`config.mk`:
```
export PLATFORM = sky130hd
export DESIGN_NAME = backslash_escape_decoder_core
export DESIGN_NICKNAME = d
export VERILOG_FILES = /design/src/sv/bed_pkg.sv /design/src/sv/bed_decoder.sv /design/src/sv/bed_outbuf.sv /design/src/sv/backslash_escape_decoder_core.sv
export SDC_FILE = /design/constraint.sdc
export NUM_CORES = 1
export LEC_CHECK = 0
export ABC_AREA = 1
export ABC_CLOCK_PERIOD_IN_PS = 5500
export BUFFER_PORTS_ARGS = -buffer_cell sky130_fd_sc_hd__buf_2
export CORE_MARGIN = 3
export CORE_UTILIZATION = 35
export DETAILED_ROUTE_END_ITERATION = 16
export GPL_ROUTABILITY_DRIVEN = 0
export PLACE_DENSITY = 0.6
export SYNTH_ARGS = -nofsm -noshare
export SYNTH_HDL_FRONTEND = slang
export SYNTH_SLANG_ARGS = --single-unit
export TNS_END_PERCENT = 10
```
`constraint.sdc`:
```
create_clock -name clk_i -period 5.5 [get_ports clk_i]
set_clock_uncertainty 0.2 [all_clocks]
set_input_delay 0.275 -clock clk_i [delete_from_list [all_inputs] [get_ports clk_i]]
set_output_delay 0.275 -clock clk_i [all_outputs]
set_load 0.02 [all_outputs]
```
`src/sv/bed_pkg.sv`:
```
// ----------------------------------------------------------------------------
// bed_pkg
// Shared types and constants of the backslash escape decoder.
// ----------------------------------------------------------------------------
package bed_pkg;

  localparam int unsigned MaxRes = 3;

  localparam logic [7:0] ChBslash = 8'h5C;
  localparam logic [7:0] ChX      = 8'h78;
  localparam logic [7:0] EscCode  = 8'h1B;
  localparam logic [1:0] HexDigits = 2'd2;

  typedef struct packed {
    logic [7:0] out_byte;
    logic       byte_valid;
    logic       end_of_string;
    logic       stopped_by_c;
    logic       run_last;
  } res_t;

  typedef struct packed {
    res_t [MaxRes-1:0] r;
    logic [1:0]        n;
  } dec_t;

  function automatic res_t mk_byte(input logic [7:0] b);
    res_t r;
    r = '0;
    r.out_byte   = b;
    r.byte_valid = 1'b1;
    return r;
  endfunction

endpackage

```
`src/sv/bed_decoder.sv`:
```
// ----------------------------------------------------------------------------
// bed_decoder
// Escape state and the single-pass decode of one input byte into up to
// three result bytes.
// ----------------------------------------------------------------------------
module bed_decoder (
  input  logic            clk_i,
  input  logic            rst_ni,
  input  logic            arg_mode_i,
  input  logic            take_i,
  input  logic [7:0]      byte_i,
  input  logic            last_i,
  output bed_pkg::dec_t   dec_o
);

  typedef enum logic [1:0] {
    PH_PLAIN = 2'd0,
    PH_ESC   = 2'd1,
    PH_OCT   = 2'd2,
    PH_HEX   = 2'd3
  } phase_e;

  phase_e     phase_q, phase_d;
  logic [8:0] acc_q, acc_d;
  logic [1:0] left_q, left_d;
  logic       stop_q, stop_d;

  bed_pkg::res_t [bed_pkg::MaxRes-1:0] res;
  logic [1:0] cnt;
  logic       do_plain;
  logic       is_oct, is_hex;
  logic [3:0] hval;
  logic       named_hit;
  logic [7:0] named_val;

  assign is_oct = (byte_i >= "0") && (byte_i <= "7");

  always_comb begin
    is_hex = 1'b1;
    hval   = 4'd0;
    if (byte_i >= "0" && byte_i <= "9") begin
      hval = 4'(byte_i - "0");
    end else if (byte_i >= "a" && byte_i <= "f") begin
      hval = 4'(byte_i - "a" + 8'd10);
    end else if (byte_i >= "A" && byte_i <= "F") begin
      hval = 4'(byte_i - "A" + 8'd10);
    end else begin
      is_hex = 1'b0;
    end
  end

  always_comb begin
    named_hit = 1'b1;
    named_val = 8'h00;
    case (byte_i)
      "a":      named_val = 8'h07;
      "b":      named_val = 8'h08;
      "e", "E": named_val = bed_pkg::EscCode;
      "f":      named_val = 8'h0C;
      "n":      named_val = 8'h0A;
      "r":      named_val = 8'h0D;
      "t":      named_val = 8'h09;
      "v":      named_val = 8'h0B;
      "\\":     named_val = bed_pkg::ChBslash;
      default:  named_hit = 1'b0;
    endcase
  end

  always_comb begin
    phase_d  = phase_q;
    acc_d    = acc_q;
    left_d   = left_q;
    stop_d   = stop_q;
    res      = '0;
    cnt      = 2'd0;
    do_plain = 1'b0;
    if (!stop_q) begin
      case (phase_q)
        PH_PLAIN: do_plain = 1'b1;
        PH_ESC: begin
          phase_d = PH_PLAIN;
          if (named_hit) begin
            res[cnt] = bed_pkg::mk_byte(named_val); cnt = cnt + 2'd1;
          end else if (byte_i == "'" || byte_i == "\"" || byte_i == "?") begin
            if (arg_mode_i) begin
              res[cnt] = bed_pkg::mk_byte(bed_pkg::ChBslash); cnt = cnt + 2'd1;
            end
            res[cnt] = bed_pkg::mk_byte(byte_i); cnt = cnt + 2'd1;
          end else if (byte_i == bed_pkg::ChX) begin
            acc_d  = 9'd0;
            left_d = bed_pkg::HexDigits;
            phase_d = PH_HEX;
            if (last_i) begin
              res[cnt] = bed_pkg::mk_byte(bed_pkg::ChBslash); cnt = cnt + 2'd1;
              res[cnt] = bed_pkg::mk_byte(bed_pkg::ChX); cnt = cnt + 2'd1;
              phase_d = PH_PLAIN;
            end
          end else if (byte_i == "c" && arg_mode_i) begin
            stop_d = 1'b1;
          end else if (is_oct) begin
            acc_d   = {6'd0, byte_i[2:0]};
            left_d  = (byte_i[2:0] == 3'd0 && arg_mode_i) ? 2'd3 : 2'd2;
            phase_d = PH_OCT;
            if (last_i) begin
              res[cnt] = bed_pkg::mk_byte({5'd0, byte_i[2:0]}); cnt = cnt + 2'd1;
              phase_d = PH_PLAIN;
            end
          end else begin
            res[cnt] = bed_pkg::mk_byte(bed_pkg::ChBslash); cnt = cnt + 2'd1;
            res[cnt] = bed_pkg::mk_byte(byte_i); cnt = cnt + 2'd1;
          end
        end
        PH_OCT: begin
          if (is_oct && left_q != 2'd0) begin
            acc_d  = {acc_q[5:0], byte_i[2:0]};
            left_d = left_q - 2'd1;
            if (left_d == 2'd0 || last_i) begin
              res[cnt] = bed_pkg::mk_byte(acc_d[7:0]); cnt = cnt + 2'd1;
              phase_d = PH_PLAIN;
            end
          end else begin
            res[cnt] = bed_pkg::mk_byte(acc_q[7:0]); cnt = cnt + 2'd1;
            phase_d  = PH_PLAIN;
            do_plain = 1'b1;
          end
        end
        PH_HEX: begin
          if (is_hex && left_q != 2'd0) begin
            acc_d  = {acc_q[4:0], hval};
            left_d = left_q - 2'd1;
            if (left_d == 2'd0 || last_i) begin
              res[cnt] = bed_pkg::mk_byte(acc_d[7:0]); cnt = cnt + 2'd1;
              phase_d = PH_PLAIN;
            end
          end else begin
            if (left_q == bed_pkg::HexDigits) begin
              res[cnt] = bed_pkg::mk_byte(bed_pkg::ChBslash); cnt = cnt + 2'd1;
              res[cnt] = bed_pkg::mk_byte(bed_pkg::ChX); cnt = cnt + 2'd1;
            end else begin
              res[cnt] = bed_pkg::mk_byte(acc_q[7:0]); cnt = cnt + 2'd1;
            end
            phase_d  = PH_PLAIN;
            do_plain = 1'b1;
          end
        end
        default: phase_d = PH_PLAIN;
      endcase
    end
    if (do_plain) begin
      if (byte_i == bed_pkg::ChBslash && !last_i) begin
        phase_d = PH_ESC;
      end else begin
        res[cnt] = bed_pkg::mk_byte(byte_i); cnt = cnt + 2'd1;
      end
    end
    if (last_i) begin
      if (stop_d) begin
        res[cnt] = '0;
        res[cnt].stopped_by_c = 1'b1;
        cnt = cnt + 2'd1;
      end
      phase_d = PH_PLAIN;
      acc_d   = 9'd0;
      left_d  = 2'd0;
      stop_d  = 1'b0;
    end
    if (cnt != 2'd0) begin
      res[cnt - 2'd1].end_of_string = last_i;
      res[cnt - 2'd1].run_last      = 1'b1;
    end
  end

  assign dec_o.r = res;
  assign dec_o.n = cnt;

  always_ff @(posedge clk_i or negedge rst_ni) begin
    if (!rst_ni) begin
      phase_q <= PH_PLAIN;
      acc_q   <= 9'd0;
      left_q  <= 2'd0;
      stop_q  <= 1'b0;
    end else if (take_i) begin
      phase_q <= phase_d;
      acc_q   <= acc_d;
      left_q  <= left_d;
      stop_q  <= stop_d;
    end
  end

endmodule

```
`src/sv/bed_outbuf.sv`:
```
// ----------------------------------------------------------------------------
// bed_outbuf
// Result register: holds the decoded bytes of one request and presents
// them one per cycle while pop_i is asserted, oldest first.
// ----------------------------------------------------------------------------
module bed_outbuf (
  input  logic          clk_i,
  input  logic          rst_ni,
  input  logic          load_i,
  input  bed_pkg::dec_t dec_i,
  input  logic          pop_i,
  output bed_pkg::res_t head_o,
  output logic [1:0]    count_o
);

  bed_pkg::res_t [bed_pkg::MaxRes-1:0] ent_q, ent_d;
  logic [1:0] cnt_q, cnt_d;

  always_comb begin
    ent_d = ent_q;
    cnt_d = cnt_q;
    if (load_i) begin
      ent_d = dec_i.r;
      cnt_d = dec_i.n;
    end else if (pop_i) begin
      // advance
      ent_d[0] = ent_q[1];
      ent_d[1] = ent_q[2];
      cnt_d    = cnt_q - 2'd1;
    end
  end

  always_ff @(posedge clk_i or negedge rst_ni) begin
    if (!rst_ni) begin
      cnt_q <= 2'd0;
    end else begin
      cnt_q <= cnt_d;
    end
  end

  always_ff @(posedge clk_i) begin
    ent_q <= ent_d;
  end

  assign head_o  = ent_q[0];
  assign count_o = cnt_q;

endmodule

```
`src/sv/backslash_escape_decoder_core.sv`:
```
// The first result of a request shows in the cycle after it is accepted.
// One request per cycle while each yields at most one result and the output
// is not stalled; one yielding more holds the input until all but its last
// result are taken. Reset clears the escape state, the result count and
// argument_mode; the block is ready right after reset.
// ----------------------------------------------------------------------------
// backslash_escape_decoder_core
// Streaming C-style backslash escape decoder, one input byte per request.
// ----------------------------------------------------------------------------
module backslash_escape_decoder_core (
  input  logic       clk_i,
  input  logic       rst_ni,
  input  logic       cfg_we_i,
  input  logic       cfg_wdata_i,
  input  logic       in_valid_i,
  output logic       in_ready_o,
  input  logic [7:0] in_byte_i,
  input  logic       in_last_i,
  output logic       out_valid_o,
  input  logic       out_ready_i,
  output logic [7:0] out_byte_o,
  output logic       byte_valid_o,
  output logic       end_of_string_o,
  output logic       stopped_by_c_o,
  output logic       run_last_o
);

  logic          arg_mode_q;
  logic          take, pop;
  logic [1:0]    count;
  bed_pkg::dec_t dec;
  bed_pkg::res_t head;

  always_ff @(posedge clk_i or negedge rst_ni) begin
    if (!rst_ni) begin
      arg_mode_q <= 1'b0;
    end else if (cfg_we_i) begin
      arg_mode_q <= cfg_wdata_i;
    end
  end

  assign out_valid_o = (count != 2'd0);
  assign pop         = out_valid_o && out_ready_i;
  assign in_ready_o  = (count == 2'd0) || (count == 2'd1 && out_ready_i);
  assign take        = in_valid_i && in_ready_o;

  bed_decoder u_dec (
    .clk_i      (clk_i),
    .rst_ni     (rst_ni),
    .arg_mode_i (arg_mode_q),
    .take_i     (take),
    .byte_i     (in_byte_i),
    .last_i     (in_last_i),
    .dec_o      (dec)
  );

  bed_outbuf u_buf (
    .clk_i   (clk_i),
    .rst_ni  (rst_ni),
    .load_i  (take),
    .dec_i   (dec),
    .pop_i   (pop),
    .head_o  (head),
    .count_o (count)
  );

  assign out_byte_o      = head.out_byte;
  assign byte_valid_o    = head.byte_valid;
  assign end_of_string_o = head.end_of_string;
  assign stopped_by_c_o  = head.stopped_by_c;
  assign run_last_o      = head.run_last;

endmodule

```
# After elaboration in Yosys (flattened, before gate mapping)
# Index checks and enable logic that the tools add are counted.
dict set report totals {
  regBits 52
}
dict set report classes {
  addsub 11
  order_cmp 15
  eq_ne 27
  muxes 127
  bitwise 2
  n_reduce_logical 33
}
# operator n
set ops {}
lappend ops {{$mux 12} 18}
lappend ops {{$mux 36} 6}
lappend ops {{$bwmux 36} 5}
lappend ops {{$demux 12 s2} 6}
lappend ops {{$mux 24} 6}
lappend ops {{$eq 8x7->1 const B} 12}
lappend ops {{$mux 2} 42}
lappend ops {{$mux 8} 9}
lappend ops {{$pmux 7 s9} 1}
lappend ops {{$and 36x36->36} 1}
lappend ops {{$not 36->36} 1}
lappend ops {{$pmux 12 s3} 1}
lappend ops {{$eq 8x6->1 const B} 3}
lappend ops {{$pmux 12 s2} 1}
lappend ops {{$pmux 8 s3} 1}
lappend ops {{$mux 23} 1}
lappend ops {{$mux 11} 2}
lappend ops {{$mux 1} 19}
lappend ops {{$pmux 2 s3} 3}
lappend ops {{$ge 8x7->1 const B} 2}
lappend ops {{$le 8x6->1 const B} 2}
lappend ops {{$le 8x7->1 const B} 2}
lappend ops {{$logic_and 1x1->1} 16}
lappend ops {{$lt 2x3->1 const B} 4}
lappend ops {{other kinds (26)} 51}

# Longest topological paths before layout
dict set report logic_depth {
  depth_word 28
  mapped_depth 25
  depth_no_buf 25
}

# Hierarchy
# Synthesis repeated with hierarchy kept, for this count alone.
dict set report hier_totals {
  cells_unflattened 583
  hier_area_um2 4124.0
}
# mod n_inst cells_per_inst area_each_um2 seq_area_each_um2
set modules_own_cells {}
lappend modules_own_cells {bed_decoder 1 425 2437.3 325.3}
lappend modules_own_cells {bed_outbuf 1 145 1597.8 1131.1}
lappend modules_own_cells {backslash_escape_decoder_core 1 13 88.8 25.0}

# Worst setup path before layout
# OpenSTA, ideal clock, no wires.
dict set report synth_timing {
  path_type {input -> register}
  from {input in_byte_i[0]}
  to {register u_buf.ent_q[14] in the netlist's numbering, data pin}
  arrival_time_ns 2.870
  required_time_ns 5.048
  path_slack_ns 2.178
  cell_stages 24
  path_buffers 1
  path_cell_list {inv_1 > ha_1 > nand2_1 > o21ai_0 > inv_1 > nand2_1 > nand2_4 > nand2_4 > buf_6 > nand3_4 > a21oi_1 > inv_1 > ha_1 > nand2_1 > nand2_1 > inv_1 > ha_1 > inv_1 > nand3_1 > nand3_2 > nand2_1 > nor2_1 > nand2_1 > nand2_1}
}
# element line
set synth_rtl {}
lappend synth_rtl {{start: declaration} backslash_escape_decoder_core.sv:17} ;# input logic [7:0] in_byte_i,
lappend synth_rtl {{end signal: assignment} bed_outbuf.sv:42} ;# ent_q <= ent_d;
lappend synth_rtl {{end: declaration} bed_outbuf.sv:16} ;# bed_pkg::res_t [bed_pkg::MaxRes-1:0] ent_q, ent_d;

==> impl_metrics.toml <==
[synth]
ys_ff_latch = 52
synth_top_area_cell = "edfxtp_1"
ys_async_sr_fraction_pct = 30.8
yosysMostFrequentCell = "nand2_1"
synth.area.top_cells = "edfxtp_1 (26%), nand2_1 (14%), dfrtp_1 (9.6%)"
yosys_warnings = 0
syn_area_per_cell_um2 = 7.32
syn_area_um2 = 4150
synth_edf_count = 36
yosysSeqAreaShare_pct = 35.7
synth_top_area_share_pct = 26.0
synthFlopType = "edfxtp_1"
syn-num-nets = 596
yosysUniqueCellTypes = 39
synth_common_cells = "nand2_1 (151), inv_1 (58), nand3_1 (52), nor2_1 (52), o21ai_0 (47)"
synth_cells = 567

[die]
die_area_um2 = 13200
io_pins = 29
initial_core_util_pct = 36.1
die_w_um = 115
num_rows = 39
die_y_um = 115
core_area_um2 = 11500

[timing]
min_period_over_period_pct = 67.2
finalSetupViolations = 0
grt_setup_unrepaired = "false"
max_slew_margin_pct = 36.8
fin_crit_ns = 3.70
fmax_ghz = 0.271
final.setup.tns_ns = 0
hold_viol = 0
drv_slew = 0
tightest_slew_ns = 0.947

[global_routing]
grt_first_pass_wirelength_um = 18000
grt_max_degree = 38
overflow = 0
grt_pass1_vias = 3634
grt_use_total_pct = 17.2
antenna_found_initial = 0

[route]
drc = 0
final_antenna_net_count = 0
wl_per_cell_um = 15.2
vias = 3837
drt-pass1-iter-count = 5
drt_iter0_drc = 267
totalWireLength_um = 11000
vias_per_cell = 5.29

[cts]
cts.path.max_buffers = 2
clock-sinks = 52
path_clk_slew_ns = 0.07
cts_max_level = 2
cts_tree = "done"
cts-root-buf = "clkbuf_16"
postCtsSetupRepairBufs = 0
cts_made_buffers = 5
clkLatencyLatePin_ns = 0.31
cts-resized-gates = 0

[worst_setup_path]
crit_chain = "inv_1 -> nor2_1 -> nand2_1 -> nand3_1 -> nand2_1 -> nand2_2 -> nand2_4 -> ha_1 -> nand2_1 -> nand2_1 -> inv_1 -> ha_1 -> inv_1 -> nand3_1 -> nand3_2 -> nand2_1 -> nor2_1 -> nand2_1 -> nand2_1"
cpPeakStageDelay_ns = 0.68
worstPathMaxFanout = 11
r2r-start = "u_dec.phase_q[1]"
slowest_stage = "nor2_1"
crit_top_cell = "nand2_1"
r2r_cells = 19
crit_family = "simple AND/OR/NAND/NOR gates"
start_kind = "flop"
worstPathArrival_ns = 3.56
required_ns = 5.36
crit_type = "reg2reg"
rr_endpoint = "u_buf.ent_q[14]"
rrSetupSlack_ns = 1.80
cp.buffers_inverters = 3
end_kind = "flop"

[status]
outcome = "completed"

[placed_design]
dp.cells = 715
dp_hpwl_um = 8360
portBuffers = 28

[flow_run]
max_cap_violations = 0

[hold_path]
hp-start = "in_byte_i[7]"
holdPathStages = 3
holdPathEnd = "u_buf.ent_q[23]"
hp-class = "in2reg"

[final_layout]
multi_input_comb_area_um2 = 2240
drive_gt1_share_pct = 16.1
layout.cells.non_filler = 726
n_fill_cell = 1209
area_delta_synth_final_pct = 8.53
regArea_um2 = 1480
antenna_cells = 0
nets = 611

[pwr]
ir_worst_vdd_uv = 147
power.density_nw_per_um2 = 420
leakagePower_nw = 2.10
[layer usage]
metal,track usage [%],up-vias,wire length [um],share of wire (%)
li1,-,1900,-,-
met1,22.1,1774,5020,46
met3,3.84,19,692,6.3
met4,6.10,0,244,2.2
met5,0,-,0,0
met2,28.3,144,5050,46
[how the worst max path moves through the flow]
| stage | from | endpoint | slack (ns) | depth (start not counted) |
|---|---|---|---|---|
| after floorplan | in_byte_i[0] | u_buf.ent_q[14] | 2.18 | 24 |
| after global placement | in_byte_i[0] | u_buf.ent_q[14] | 1.82 | 24 |
| after detailed placement | in_byte_i[0] | u_buf.ent_q[14] | 1.65 | 24 |
| after CTS | u_dec.phase_q[1] | u_buf.ent_q[14] | 1.81 | 19 |
| after global routing | u_dec.phase_q[1] | u_buf.ent_q[14] | 1.54 | 19 |
| final | u_dec.phase_q[1] | u_buf.ent_q[14] | 1.80 | 19 |
[sequential cells by signal, summed over array words and instances (netlist names)]
register and count:
u_buf.count_o 2, u_dec.left_q 2, u_buf.head_o 12, u_dec.stop_q 1, u_buf.ent_q 24, arg_mode_q 1
u_dec.phase_q 2, u_dec.acc_q 8
[layout make-up]
class / instances / share of cell area, %
clock buffers: 5 / 2.78
multi-input cells: 422 / 49.7
well taps: 143 / 3.97
inverters: 69 / 5.80
flip-flops and latches: 52 / 32.9
clock inverters: 3 / 0.944
repair buffers: 32 / 3.94
[power by group]
group / leakage, nW / switching, W / total (W) / internal (W)
registers: 0.564 / 0.0000588 / 0.000673 / 0.000615
logic: 1.45 / 0.000607 / 0.000854 / 0.000247
clock network: 0.0814 / 0.000152 / 0.000366 / 0.000214
[per-stage QoR]
stage | setup WS (ns) | util [%] | hold WS [ns] | area (um^2) | total power (W)
3_3_place_gp | 1.82 | 37.4 | 0.0211 | 4310 | 0.00152
6_report | 1.80 | 39.1 | 0.192 | 4510 | 0.00189
2_1_floorplan | 2.18 | - | -0.221 | 4150 | 0.00135
3_5_place_dp | 1.65 | 37.4 | 0.0251 | 4310 | 0.00154
4_1_cts | 1.81 | 39.1 | 0.190 | 4510 | 0.00191
5_1_grt | 1.54 | 39.1 | 0.229 | 4510 | 0.00204
[cell families after synthesis]
family          after synthesis  share of synthesized area, %
compound gates              103                          14.5
simple gates                305                          35.2
buf+inv                      93                          10.4
fa+ha+maj                    14                          4.22
flops                        52                          35.7
[tightest hold or removal path: stages]
cell and delay [ns]:
buf_2 0.14, o211ai_1 0.11, nand2_1 0.06
[cells in the final DEF (no fill, tap or decap), types with 12 or more instances in the layout]
| master | n |
|---|---|
| ha_1 | 14 |
| o21ai_0 | 47 |
| a21oi_1 | 16 |
| nand2_1 | 151 |
| edfxtp_1 | 36 |
| inv_1 | 58 |
| nor2_1 | 52 |
| nand2_2 | 12 |
| buf_2 | 28 |
| nand3_1 | 52 |
| dfrtp_1 | 16 |
[timing repair]
item | in CTS | in global routing
hold buffers | 3 | 0
hold endpoints to repair | 17 | 0
setup endpoints to repair | 0 | 0
Power figures use the tool's default switching activity.
